**config.mk**
```make
export PLATFORM = sky130hd
export DESIGN_NAME = can_frame_filter_reassembly
export DESIGN_NICKNAME = d
export VERILOG_FILES = /design/src/hw/rtl/cffr_pkg.sv /design/src/hw/rtl/cffr_byte_mem.sv /design/src/hw/rtl/cffr_slot_table.sv /design/src/hw/rtl/can_frame_filter_reassembly.sv
export SDC_FILE = /design/constraint.sdc
export NUM_CORES = 2
export LEC_CHECK = 0
export BUFFER_PORTS_ARGS = -buffer_cell sky130_fd_sc_hd__buf_2
export CAP_MARGIN = 0
export CELL_PAD_IN_SITES_DETAIL_PLACEMENT = 1
export CELL_PAD_IN_SITES_GLOBAL_PLACEMENT = 1
export CORE_MARGIN = 1
export CORE_UTILIZATION = 54
export DETAILED_ROUTE_END_ITERATION = 6
export PLACE_DENSITY = 0.76
export SLEW_MARGIN = 20
export SYNTH_ARGS = -nofsm -noshare
export SYNTH_HDL_FRONTEND = slang
export SYNTH_SLANG_ARGS = --single-unit
```
**constraint.sdc**
```tcl
create_clock -name clk_i -period 16 [get_ports clk_i]
set_clock_uncertainty 0.15 [all_clocks]
set_input_delay 0.8 -clock clk_i [delete_from_list [all_inputs] [get_ports clk_i]]
set_output_delay 0.8 -clock clk_i [all_outputs]
set_load 0.03 [all_outputs]
```
**src/hw/rtl/cffr_pkg.sv**
```systemverilog
`default_nettype none

package cffr_pkg;

  // Result kinds reported in tuser
  typedef enum logic [2:0] {
    KIND_NOT_ADDR   = 3'd0,
    KIND_HANDLER    = 3'd1,
    KIND_NO_HANDLER = 3'd2,
    KIND_STORED     = 3'd3,
    KIND_SERIAL_OUT = 3'd4,
    KIND_COMMAND    = 3'd5,
    KIND_NO_SLOT    = 3'd6,
    KIND_OVERFLOW   = 3'd7
  } kind_e;

  localparam logic [7:0] BROADCAST_NODE = 8'hFF;

  // Register byte addresses on the configuration port
  localparam int unsigned ADDR_BITS = 4;
  localparam logic [ADDR_BITS-1:0] REG_NODE_ID      = 4'h0;
  localparam logic [ADDR_BITS-1:0] REG_HANDLER_MASK = 4'h8;

  // Commands from the sequencer to the slot table
  typedef struct packed {
    logic       claim;     // mark busy with src and serial kind
    logic       set_fill;  // store a new fill level
    logic       free;      // return the slot to the free pool
    logic       is_cmd;    // serial kind of the frame being handled
    logic [7:0] src;       // source node of the frame being handled
  } slot_cmd_t;

  // Status of the slot under the shared compare unit
  typedef struct packed {
    logic busy;
    logic match;  // busy, same source, same serial kind
  } slot_stat_t;

endpackage

`default_nettype wire

```
**src/hw/rtl/cffr_byte_mem.sv**
```systemverilog
`default_nettype none

module cffr_byte_mem #(
  parameter int unsigned ADDR_W = 8
) (
  input  wire logic              clk_i,
  input  wire logic              we_i,
  input  wire logic [ADDR_W-1:0] waddr_i,
  input  wire logic [7:0]        wdata_i,
  input  wire logic              re_i,
  input  wire logic [ADDR_W-1:0] raddr_i,
  output logic      [7:0]        rdata_o
);

  localparam int unsigned DEPTH = 1 << ADDR_W;

  logic [7:0] mem [DEPTH];

  // Write one byte a cycle
  always_ff @(posedge clk_i) begin
    if (we_i) begin
      mem[waddr_i] <= wdata_i;
    end
  end

  // Read one byte a cycle, registered
  always_ff @(posedge clk_i) begin
    if (re_i) begin
      rdata_o <= mem[raddr_i];
    end
  end

endmodule

`default_nettype wire

```
**src/hw/rtl/cffr_slot_table.sv**
```systemverilog
`default_nettype none

module cffr_slot_table
  import cffr_pkg::*;
#(
  parameter int unsigned SLOT_COUNT = 4,
  parameter int unsigned SLOT_W     = 2,
  parameter int unsigned FILL_W     = 7
) (
  input  wire logic              clk_i,
  input  wire logic              rst_ni,
  input  wire logic [SLOT_W-1:0] idx_i,
  input  wire slot_cmd_t         cmd_i,
  input  wire logic [FILL_W-1:0] fill_i,
  output slot_stat_t             stat_o,
  output logic      [FILL_W-1:0] fill_o
);

  logic              busy_q   [SLOT_COUNT];
  logic [7:0]        source_q [SLOT_COUNT];
  logic              is_cmd_q [SLOT_COUNT];
  logic [FILL_W-1:0] fill_q   [SLOT_COUNT];

  logic in_range;

  assign in_range = (32'(idx_i) < SLOT_COUNT);

  // Compare the selected slot against the frame key
  always_comb begin
    stat_o = '0;
    fill_o = '0;
    if (in_range) begin
      stat_o.busy  = busy_q[idx_i];
      stat_o.match = busy_q[idx_i] && (source_q[idx_i] == cmd_i.src) &&
                     (is_cmd_q[idx_i] == cmd_i.is_cmd);
      fill_o       = fill_q[idx_i];
    end
  end

  // Update the selected slot
  always_ff @(posedge clk_i or negedge rst_ni) begin
    if (!rst_ni) begin
      for (int i = 0; i < SLOT_COUNT; i++) begin
        busy_q[i]   <= 1'b0;
        source_q[i] <= BROADCAST_NODE;
        is_cmd_q[i] <= 1'b0;
        fill_q[i]   <= '0;
      end
    end else if (in_range) begin
      if (cmd_i.free) begin
        busy_q[idx_i]   <= 1'b0;
        source_q[idx_i] <= BROADCAST_NODE;
        is_cmd_q[idx_i] <= 1'b0;
        fill_q[idx_i]   <= '0;
      end else begin
        if (cmd_i.claim) begin
          busy_q[idx_i]   <= 1'b1;
          source_q[idx_i] <= cmd_i.src;
          is_cmd_q[idx_i] <= cmd_i.is_cmd;
        end
        if (cmd_i.set_fill) begin
          fill_q[idx_i] <= fill_i;
        end
      end
    end
  end

endmodule

`default_nettype wire

```
**src/hw/rtl/can_frame_filter_reassembly.sv**
```systemverilog
`default_nettype none

// Receive filter and reassembler for extended CAN frames. One frame enters on the
// slave stream; it yields one result, or for a completed serial message one result
// per 8-byte chunk, with tlast on the final one. A serial frame walks the slot
// table through one shared compare unit, one slot a cycle. A frame that finds a
// slot claims it in ST_CLAIM and, unless it is refused for overflow or is empty,
// writes its bytes into the byte buffer one a cycle (up to 8). A completing frame
// then reads the stored message back one byte at a time through the single buffer
// read port, in ST_READ and then ST_CAPT, and holds each chunk in ST_OUT until it
// is taken. The block takes no new frame until the last result of the current one
// has been taken. node_id sits at byte address 0 and handler_mask at byte address
// 8; both reset to zero. The byte buffer needs no clearing after reset.
module can_frame_filter_reassembly
  import cffr_pkg::*;
#(
  parameter int unsigned SLOT_COUNT     = 4,
  parameter int unsigned BUFFER_BYTES   = 64,
  parameter int unsigned ORDINARY_TYPES = 64
) (
  input  wire logic                 clk_i,
  input  wire logic                 rst_ni,
  // APB configuration port
  input  wire logic                 psel,
  input  wire logic                 penable,
  input  wire logic                 pwrite,
  input  wire logic [ADDR_BITS-1:0] paddr,
  input  wire logic [63:0]          pwdata,
  output logic      [63:0]          prdata,
  output logic                      pready,
  // Frame input
  input  wire logic                 s_axis_tvalid,
  output logic                      s_axis_tready,
  // can_id[28:0], frame_len[32:29], frame_data[96:33], zero[103:97]
  input  wire logic [103:0]         s_axis_tdata,
  // Result output
  output logic                      m_axis_tvalid,
  input  wire logic                 m_axis_tready,
  // src_node[7:0], dst_node[15:8], msg_type[23:16], slot[25:24],
  // chunk[89:26], chunk_len[93:90], zero[95:94]
  output logic      [95:0]          m_axis_tdata,
  // kind[2:0]
  output logic      [2:0]           m_axis_tuser,
  output logic                      m_axis_tlast
);

  localparam int unsigned SLOT_W = (SLOT_COUNT > 1) ? $clog2(SLOT_COUNT) : 1;
  localparam int unsigned OFF_W  = $clog2(BUFFER_BYTES);
  localparam int unsigned FILL_W = $clog2(BUFFER_BYTES + 1);
  localparam int unsigned ADDR_W = SLOT_W + OFF_W;

  localparam logic [SLOT_W-1:0] LAST_SLOT   = SLOT_W'(SLOT_COUNT - 1);
  localparam logic [7:0]        TYPE_SERIAL = 8'(ORDINARY_TYPES);
  localparam logic [7:0]        TYPE_CMD    = 8'(ORDINARY_TYPES + 1);
  localparam logic [FILL_W:0]   BUF_LIMIT   = (FILL_W + 1)'(BUFFER_BYTES);

  typedef enum logic [2:0] {
    ST_IDLE,
    ST_SCAN,
    ST_CLAIM,
    ST_WRITE,
    ST_READ,
    ST_CAPT,
    ST_OUT
  } state_e;

  state_e state_q;

  // Configuration registers
  logic [7:0]  node_id_q;
  logic [63:0] handler_mask_q;

  // Frame held for the duration of the item
  logic [7:0]  src_q, dst_q, typ_q;
  logic [3:0]  len_q;
  logic [63:0] data_q;   // payload with unused bytes zero
  logic        is_cmd_q;

  // Slot search and buffer pointers
  logic [SLOT_W-1:0] idx_q;
  logic              free_vld_q;
  logic [SLOT_W-1:0] free_idx_q;
  logic [FILL_W-1:0] wr_ptr_q;
  logic [3:0]        wr_cnt_q;
  logic [FILL_W-1:0] fill_q;
  logic [FILL_W-1:0] pos_q;
  logic [2:0]        cnt_q;
  logic              cmpl_q;

  // Output register
  logic        out_valid_q;
  kind_e       out_kind_q;
  logic [1:0]  out_slot_q;
  logic [63:0] out_chunk_q;
  logic [3:0]  out_clen_q;
  logic        out_last_q;

  // Input unpacking
  logic [28:0] in_id;
  logic [3:0]  in_len_raw;
  logic [3:0]  in_len;
  logic [63:0] in_data;
  logic [63:0] in_payload;
  logic [7:0]  in_typ, in_dst;
  logic        in_accept;

  // Slot table and buffer connections
  slot_cmd_t         slot_cmd;
  slot_stat_t        slot_stat;
  logic [FILL_W-1:0] slot_fill;
  logic [FILL_W-1:0] wr_ptr_inc;
  logic [FILL_W:0]   fill_sum;
  logic [7:0]        wr_byte;
  logic              mem_we, mem_re;
  logic [7:0]        mem_rdata;
  logic [FILL_W-1:0] pos_inc;

  // Configuration write and read
  always_ff @(posedge clk_i or negedge rst_ni) begin
    if (!rst_ni) begin
      node_id_q      <= '0;
      handler_mask_q <= '0;
    end else if (psel && penable && pwrite) begin
      if (paddr[3] == REG_HANDLER_MASK[3]) begin
        handler_mask_q <= pwdata;
      end else begin
        node_id_q <= pwdata[7:0];
      end
    end
  end

  assign pready = 1'b1;
  assign prdata = (paddr[3] == REG_HANDLER_MASK[3]) ? handler_mask_q : {56'd0, node_id_q};

  // Split and clamp the incoming frame
  assign in_id      = s_axis_tdata[28:0];
  assign in_len_raw = s_axis_tdata[32:29];
  assign in_data    = s_axis_tdata[96:33];
  assign in_len     = (in_len_raw > 4'd8) ? 4'd8 : in_len_raw;
  assign in_typ     = in_id[23:16];
  assign in_dst     = in_id[15:8];
  assign in_accept  = s_axis_tvalid && s_axis_tready;

  always_comb begin
    for (int b = 0; b < 8; b++) begin
      in_payload[b*8 +: 8] = (4'(b) < in_len) ? in_data[b*8 +: 8] : 8'd0;
    end
  end

  assign s_axis_tready = (state_q == ST_IDLE);

  // Slot table control
  assign fill_sum   = (FILL_W + 1)'(slot_fill) + (FILL_W + 1)'(len_q);
  assign wr_ptr_inc = wr_ptr_q + FILL_W'(1);
  assign pos_inc    = pos_q + FILL_W'(1);
  assign wr_byte    = data_q[wr_cnt_q[2:0]*8 +: 8];

  always_comb begin
    slot_cmd          = '0;
    slot_cmd.src      = src_q;
    slot_cmd.is_cmd   = is_cmd_q;
    slot_cmd.claim    = (state_q == ST_CLAIM);
    slot_cmd.set_fill = (state_q == ST_WRITE) && ((wr_cnt_q + 4'd1) == len_q);
    slot_cmd.free     = (state_q == ST_OUT) && m_axis_tready && out_last_q && cmpl_q;
  end

  cffr_slot_table #(
    .SLOT_COUNT (SLOT_COUNT),
    .SLOT_W     (SLOT_W),
    .FILL_W     (FILL_W)
  ) u_slot_table (
    .clk_i  (clk_i),
    .rst_ni (rst_ni),
    .idx_i  (idx_q),
    .cmd_i  (slot_cmd),
    .fill_i (wr_ptr_inc),
    .stat_o (slot_stat),
    .fill_o (slot_fill)
  );

  assign mem_we = (state_q == ST_WRITE);
  assign mem_re = (state_q == ST_READ);

  cffr_byte_mem #(
    .ADDR_W (ADDR_W)
  ) u_byte_mem (
    .clk_i   (clk_i),
    .we_i    (mem_we),
    .waddr_i ({idx_q, wr_ptr_q[OFF_W-1:0]}),
    .wdata_i (wr_byte),
    .re_i    (mem_re),
    .raddr_i ({idx_q, pos_q[OFF_W-1:0]}),
    .rdata_o (mem_rdata)
  );

  // Sequencer and output register
  always_ff @(posedge clk_i or negedge rst_ni) begin
    if (!rst_ni) begin
      state_q     <= ST_IDLE;
      out_valid_q <= 1'b0;
      out_kind_q  <= KIND_NOT_ADDR;
      out_last_q  <= 1'b0;
      out_slot_q  <= '0;
      out_chunk_q <= '0;
      out_clen_q  <= '0;
      src_q       <= '0;
      dst_q       <= '0;
      typ_q       <= '0;
      len_q       <= '0;
      data_q      <= '0;
      is_cmd_q    <= 1'b0;
      cmpl_q      <= 1'b0;
      free_vld_q  <= 1'b0;
      idx_q       <= '0;
      free_idx_q  <= '0;
      wr_ptr_q    <= '0;
      wr_cnt_q    <= '0;
      fill_q      <= '0;
      pos_q       <= '0;
      cnt_q       <= '0;
    end else begin
      unique case (state_q)
        ST_IDLE: begin
          if (in_accept) begin
            src_q       <= in_id[7:0];
            dst_q       <= in_dst;
            typ_q       <= in_typ;
            len_q       <= in_len;
            data_q      <= in_payload;
            is_cmd_q    <= (in_typ == TYPE_CMD);
            idx_q       <= '0;
            free_vld_q  <= 1'b0;
            cmpl_q      <= 1'b0;
            out_slot_q  <= '0;
            out_chunk_q <= '0;
            out_clen_q  <= '0;
            out_last_q  <= 1'b1;
            priority if (in_dst != BROADCAST_NODE && in_dst != node_id_q) begin
              out_kind_q  <= KIND_NOT_ADDR;
              out_valid_q <= 1'b1;
              state_q     <= ST_OUT;
            end else if (in_typ == TYPE_SERIAL || in_typ == TYPE_CMD) begin
              state_q <= ST_SCAN;
            end else if ((32'(in_typ) < ORDINARY_TYPES) && handler_mask_q[in_typ[5:0]]) begin
              out_kind_q  <= KIND_HANDLER;
              out_chunk_q <= in_payload;
              out_clen_q  <= in_len;
              out_valid_q <= 1'b1;
              state_q     <= ST_OUT;
            end else begin
              out_kind_q  <= KIND_NO_HANDLER;
              out_valid_q <= 1'b1;
              state_q     <= ST_OUT;
            end
          end
        end

        // Walk the slots: first matching slot wins, else the lowest free one
        ST_SCAN: begin
          if (slot_stat.match) begin
            state_q <= ST_CLAIM;
          end else begin
            if (!slot_stat.busy && !free_vld_q) begin
              free_vld_q <= 1'b1;
              free_idx_q <= idx_q;
            end
            if (idx_q == LAST_SLOT) begin
              if (free_vld_q) begin
                idx_q   <= free_idx_q;
                state_q <= ST_CLAIM;
              end else if (!slot_stat.busy) begin
                state_q <= ST_CLAIM;
              end else begin
                out_kind_q  <= KIND_NO_SLOT;
                out_valid_q <= 1'b1;
                state_q     <= ST_OUT;
              end
            end else begin
              idx_q <= idx_q + SLOT_W'(1);
            end
          end
        end

        // Claim the slot, then refuse, store nothing, or start appending
        ST_CLAIM: begin
          out_slot_q <= 2'(idx_q);
          priority if (fill_sum > BUF_LIMIT) begin
            out_kind_q  <= KIND_OVERFLOW;
            out_valid_q <= 1'b1;
            state_q     <= ST_OUT;
          end else if (len_q == 4'd0) begin
            out_kind_q  <= KIND_STORED;
            out_valid_q <= 1'b1;
            state_q     <= ST_OUT;
          end else begin
            wr_ptr_q <= slot_fill;
            wr_cnt_q <= '0;
            state_q  <= ST_WRITE;
          end
        end

        // Append one byte a cycle
        ST_WRITE: begin
          wr_ptr_q <= wr_ptr_inc;
          wr_cnt_q <= wr_cnt_q + 4'd1;
          if ((wr_cnt_q + 4'd1) == len_q) begin
            if (wr_byte != 8'd0) begin
              out_kind_q  <= KIND_STORED;
              out_chunk_q <= data_q;
              out_clen_q  <= len_q;
              out_valid_q <= 1'b1;
              state_q     <= ST_OUT;
            end else begin
              out_kind_q  <= is_cmd_q ? KIND_COMMAND : KIND_SERIAL_OUT;
              fill_q      <= wr_ptr_inc;
              pos_q       <= '0;
              cnt_q       <= '0;
              cmpl_q      <= 1'b1;
              out_last_q  <= 1'b0;
              state_q     <= ST_READ;
            end
          end
        end

        ST_READ: begin
          state_q <= ST_CAPT;
        end

        // Pack the read byte, emit at eight bytes or at the end of the message
        ST_CAPT: begin
          out_chunk_q[cnt_q*8 +: 8] <= mem_rdata;
          pos_q <= pos_inc;
          cnt_q <= cnt_q + 3'd1;
          if (cnt_q == 3'd7 || pos_inc == fill_q) begin
            out_clen_q  <= 4'(cnt_q) + 4'd1;
            out_last_q  <= (pos_inc == fill_q);
            out_valid_q <= 1'b1;
            state_q     <= ST_OUT;
          end else begin
            state_q <= ST_READ;
          end
        end

        // Hold the result until taken
        ST_OUT: begin
          if (m_axis_tready) begin
            out_valid_q <= 1'b0;
            if (out_last_q) begin
              state_q <= ST_IDLE;
            end else begin
              out_chunk_q <= '0;
              cnt_q       <= '0;
              state_q     <= ST_READ;
            end
          end
        end

        default: begin
          state_q <= ST_IDLE;
        end
      endcase
    end
  end

  assign m_axis_tvalid = out_valid_q;
  assign m_axis_tuser  = out_kind_q;
  assign m_axis_tlast  = out_last_q;
  assign m_axis_tdata  = {2'b00, out_clen_q, out_chunk_q, out_slot_q, typ_q, dst_q, src_q};

endmodule

`default_nettype wire

```
# --- Yosys cells after proc, flatten, opt, wreduce, memory -nomap -nowiden ---
# Memory sizes are Yosys's and may differ from the RTL's. A register that Yosys moved wholly into a read port is not among the register bits.
# Index checks and enable logic that the tools add are counted.
classes:
  add_sub_neg: 8
  magnitude_cmp: 14
  eq_ne: 34
  shifts: 3
  n_mux: 136
  bitwise_logic: 11
  reduce_logical: 50
ops:
  columns: ["operator", "n"]
  rows:
  - ["$mux 64", 9]
  - ["$pmux 64 s4", 1]
  - ["$mux 8", 11]
  - ["$mux 3", 27]
  - ["$bwmux 64", 1]
  - ["$mux 32", 2]
  - ["$shift 8x34->64 const A", 1]
  - ["$shiftx 64x7->8", 1]
  - ["$shiftx 8x34->64", 1]
  - ["$mux 28", 2]
  - ["$mux 4", 14]
  - ["$mux 7", 7]
  - ["$neg 6->34", 1]
  - ["$bwmux 32", 1]
  - ["$or 32x32->32", 1]
  - ["$mux 1", 31]
  - ["$and 28x28->28", 1]
  - ["$bwmux 28", 1]
  - ["$not 28->28", 1]
  - ["$pmux 7 s2", 2]
  - ["$ne 2x2->1 const B", 11]
  - ["$pmux 3 s7", 1]
  - ["$bmux 8 s2", 1]
  - ["$demux 8 s2", 1]
  - ["66 further kinds", 126]
word_totals:
  ff_bits: 345
  ram_bits: 2048
  n_memories: 1
mem_list:
  columns: ["memory", "depth", "width", "read_ports", "rd_ports_with_merged_regs", "wr", "line_no", "rtl"]
  rows:
  - ["u_byte_mem.mem", 256, 8, 1, 1, 1, "cffr_byte_mem.sv:17", "logic [7:0] mem [DEPTH];"]

# --- Logic depth before layout (Yosys ltp) ---
logic_depth:
  depth_word: 9
  ltp_mapped: 16
  mapped_depth_nobuf: 12

# --- Hierarchy ---
# From an unflattened synthesis, not the netlist that was laid out.
hier_totals:
  cells_unflattened: 5537
  area_unflattened_um2: 98273.0
by_module_without_submodules:
  columns: ["module", "instances", "cells_each", "area_per_inst_um2", "seq_area_each_um2"]
  rows:
  - ["cffr_byte_mem", 1, 3733, 79636.4, 61739.2]
  - ["can_frame_filter_reassembly", 1, 1550, 15424.8, 6931.6]
  - ["cffr_slot_table", 1, 254, 3211.8, 1741.7]

# --- Worst setup path before layout ---
# Ideal clock, no wire load.
synth_path:
  path_type: "reg-to-reg"
  startpoint: "register wr_cnt_q[1]"
  endpoint: "memory u_byte_mem.mem[0][6], data pin"
  t_arrival_ps: 10863
  setup_slack_ps: 2780
  path_stages_with_launch: 5
  n_path_buf: 1
  path_cell_list: "dfrtp_1 > buf_6 > mux4_2 > inv_1 > o21ai_0"
synth_via:
  elab_chain_cells: 1
synth_rtl:
  columns: ["element", "line_no", "rtl"]
  rows:
  - ["start, declared", "can_frame_filter_reassembly.sv:84", "logic [3:0] wr_cnt_q;"]
  - ["start signal, assigned", "can_frame_filter_reassembly.sv:305", "wr_cnt_q <= wr_cnt_q + 4'd1;"]
  - ["$shiftx 64x7->8", "can_frame_filter_reassembly.sv:156", "assign wr_byte = data_q[wr_cnt_q[2:0]*8 +: 8];"]
  - ["named net u_byte_mem.wdata_i[6]", "cffr_byte_mem.sv:9", "input wire logic [7:0] wdata_i,"]
  - ["end, declared", "cffr_byte_mem.sv:17", null]
# The timed path passes the listed nets, and every way through them passes these cells.

==> run summary <==
maximum VDD drop = 201.6 uV
Synth Area per Inst = 18.84 sq um
# DRC = 0
initial antenna violation count = 21
Initial Utilization = 54.54%
Clock transition at path regs = 0.06 ns
Reg-to-Reg Start = pos_q[0]$_DFFE_PN0P_
number of synthesized flops with an enable pin = 2056
Yosys top cell area share = 63.24%
GR Layer Usage met2 = 45.93%
final period utilization = 41.42%
largest net degree at the start of global routing = 239
initial DRC count = 5896
vias per cell = 6.489
synthesized cell area = 0.09763 sq mm
clock sinks = 2401
CTS max path bufs = 3
WHS Endpoint = handler_mask_q[47]$_DFFE_PN0P_
Sw Ratio = 34.32%
Worst R2R Path Depth = 9
post-layout util = 61.47%
grt peak-use layer = met2
crit path max fanout = 48
H-tree levels = 4
WS Path Type = reg -> reg
area grow syn2layout = 12.70%
CTS tree = yes
critical path required time = 16.46 ns
Port Buffers = 327
row cnt = 155
Post-CTS Hold Buffers = 71
Vert. Die Dim = 427.2 um
Slew HR = 20.48%
CP arrival = 7.08 ns
total global routing overflow = 0
Final Instance Area = 0.1100 sq mm
worst hold path depth = 2
final setup fails = 0
Crit-path slowest cell = buf_4
#FFs+latches synth = 2401
Worst Hold Class = in -> reg
clock power share = 25.6%
Top FF cell, synth = edfxtp_1
Core ar. = 0.1790 sq mm
asr flop ratio synth = 14.37%
final hold slack = 0.05297 ns
fmax = 0.1509 GHz
met1 global-route usage = 41.19%
pin slew with the least headroom to its limit = 1.190 ns
# fillers = 15250
Layout Nets = 5758
Period minus WS final = 6.627 ns
synth top area cells = edfxtp_1 (63%), mux4_2 (16%), dfrtp_1 (8.0%)
max-cap violations = 0
area of the multi-input gates = 0.02584 sq mm
CP bufs+invs = 4
yosys warns = 0
first-pass GRT wire length = 381.3 mm
sequential-to-total area share from yosys stat = 72.12%
Synth area leader = edfxtp_1
Clock Latency Late Sink = 0.88 ns
TritonCTS buffer count = 233
register area = 0.07043 sq mm
Setup Buffers After CTS = 0
CP cell instances = buf_4 > buf_4 > buf_4 > buf_4 > mux4_2 > mux4_2 > mux4_2 > a22oi_1 > nand2_1
All-Layer GR Usage = 29.01%
CP max stage delay = 0.86 ns
Combinational Power Share = 32.1%
post-route ant nets = 0
FF-to-FF End = u_byte_mem.rdata_o[5]$_DFFE_PN_
chip width = 427.2 um
RSZ-0062 raised after global routing = no
Total Wirelength = 263.4 mm
placed cell area = 0.1016 sq mm
via count = 52770
Power Density = 193.2 mW/mm^2
Reg power frac = 42.3%
worst reg2reg setup slack = 9.37 ns
met3 usage = 5.281%
hpwl dp = 160.0 mm
Final Hold Violating Endpoints = 0
CP endpoint kind = register
post-CTS sizing = 0
Gate Count Post-Synth = 5183
leakage power = 0.03634 uW
status = finished clean
CTS root buf = clkbuf_16
Net Sw Power = 7296 uW
cell-internal power = 13970 uW
critical path's most frequent cell = buf_4
vias in the first global route = 53990
Ports = 346
WL/cell = 32.38 um
die area = 0.1825 sq mm
startpoint types = register
gpl congestion = 0.8534
Worst path top cell family by delay = buffers and inverters
Sum Neg Setup Slack = 0 ns
DRT Pass-1 Iters = 5
layout cells sized above 1 = 28.52%
Max Slew Vio Count = 0
Netlist cell types = 75
origin of the worst min-delay path = pwdata[47]
-- worst register-to-register path, stage by stage, from the launching register on --
cell and delay [ns]:
dfrtp_4 0.73, buf_4 0.55, buf_4 0.85, buf_4 0.84
buf_4 0.89, mux4_2 0.70, mux4_2 0.54, mux4_2 0.58
a22oi_1 0.37, nand2_1 0.14
-- placed cells by master, fill, tap and decap left out, drive strengths merged, types with 40 or more instances in the layout --
master       instances
nor2               385
mux2i               40
nand3              102
mux2               133
a31oi               71
o21ai              205
a22oi               60
mux4               705
a21oi               59
clkbuf             285
dfrtp              313
dlygate4sd3         71
buf                400
nand2              338
edfxtp            2056
and2                63
clkinv             111
-- synth_stat cells (4+ instances only) --
cell / number
edfxtp_1: 2056
and2_1: 62
clkbuf_1: 202
buf_6: 5
o21ai_1: 4
a22o_1: 7
xor2_1: 17
a22oi_1: 60
or2_2: 10
xnor2_1: 28
o21ai_0: 200
mux2_2: 127
mux2i_1: 40
buf_4: 15
inv_1: 26
ha_1: 18
nand2_1: 337
buf_1: 33
mux4_2: 705
or4_1: 4
nor2b_1: 12
buf_2: 71
nor4_1: 12
or3_1: 17
a21oi_1: 59
nor3_1: 26
a31oi_1: 71
o31ai_1: 9
nand3_1: 102
mux2_4: 6
dfrtp_1: 313
a211oi_1: 4
o211ai_1: 7
clkbuf_2: 5
a21o_1: 6
nand4_1: 10
dfstp_2: 32
nor2_1: 384
nand2b_1: 13
o221ai_1: 5
o22ai_1: 9
-- metal layers --
layer	wire length, um	up-vias
li1	-	21610
met1	105200	28290
met2	128800	2449
met3	20750	422
met4	8555	6
met5	36	-
-- per-stage QoR --
step | instances | worst slack, ns | power [uW]
global route | 8122 | 8.874 | 21970
global placement | 7603 | 9.359 | 15520
floorplan | 5184 | 2.780 | 13510
finish | 8133 | 9.373 | 21260
CTS | 8107 | 9.279 | 21270
detailed placement | 7603 | 9.314 | 15830
-- layout make-up --
class                   count  share of cell area, %
repair buffers            471                  2.821
flip-flops and latches   2401                  64.01
clock buffers             285                  5.533
clock inverters           148                  1.327
well taps                2355                  2.678
inverters                  28                0.09779
multi-input cells        2424                  23.49
diodes                     21                0.04776
-- worst max-delay path by stage --
stage	from	end	slack, ns	depth (start not counted)
2_1_floorplan	wr_cnt_q[1]$_DFFE_PN0P_	u_byte_mem.mem[0][6]$_DFFE_PP_	2.78	4
3_3_place_gp	pos_q[0]$_DFFE_PN0P_	u_byte_mem.rdata_o[6]$_DFFE_PN_	9.36	9
3_5_place_dp	pos_q[0]$_DFFE_PN0P_	u_byte_mem.rdata_o[6]$_DFFE_PN_	9.31	9
4_1_cts	pos_q[0]$_DFFE_PN0P_	u_byte_mem.rdata_o[5]$_DFFE_PN_	9.28	9
5_1_grt	pos_q[0]$_DFFE_PN0P_	u_byte_mem.rdata_o[6]$_DFFE_PN_	8.87	9
6_report	pos_q[0]$_DFFE_PN0P_	u_byte_mem.rdata_o[5]$_DFFE_PN_	9.37	9
-- cells by family after synthesis --
family	share of synthesized area, %
xor+xnor	0.4037
flops	72.12
simple gates	4.503
mux	18.23
buf+inv	1.574
fa+ha+maj	0.2717
compound gates	2.891
other cells	0.007692
-- sequential cells by signal (all words and copies together), names as in the netlist, 4 cells and up, named ones only --
name and flops:
node_id_q 8, u_slot_table.is_cmd_q 4, len_q 4, pos_q 7, fill_q 7, data_q 64, u_byte_mem.rdata_o 8, out_chunk_q 64
u_slot_table.fill_q 28, typ_q 8, dst_q 8, handler_mask_q 64, u_slot_table.source_q 32, u_byte_mem.mem 2048, out_clen_q 4, wr_cnt_q 4
src_q 8, wr_ptr_q 7
-- power by group through the flow --
stage / Combinational, uW / Clock, uW / Sequential (uW)
2_1_floorplan: 4120 / 0 / 9390
3_3_place_gp: 6430 / 0 / 9080
3_5_place_dp: 6700 / 0 / 9120
4_1_cts: 6760 / 5510 / 8990
5_1_grt: 7230 / 5710 / 9030
6_report: 6830 / 5440 / 8990
Note: power is estimated with default switching activity, not from simulation.
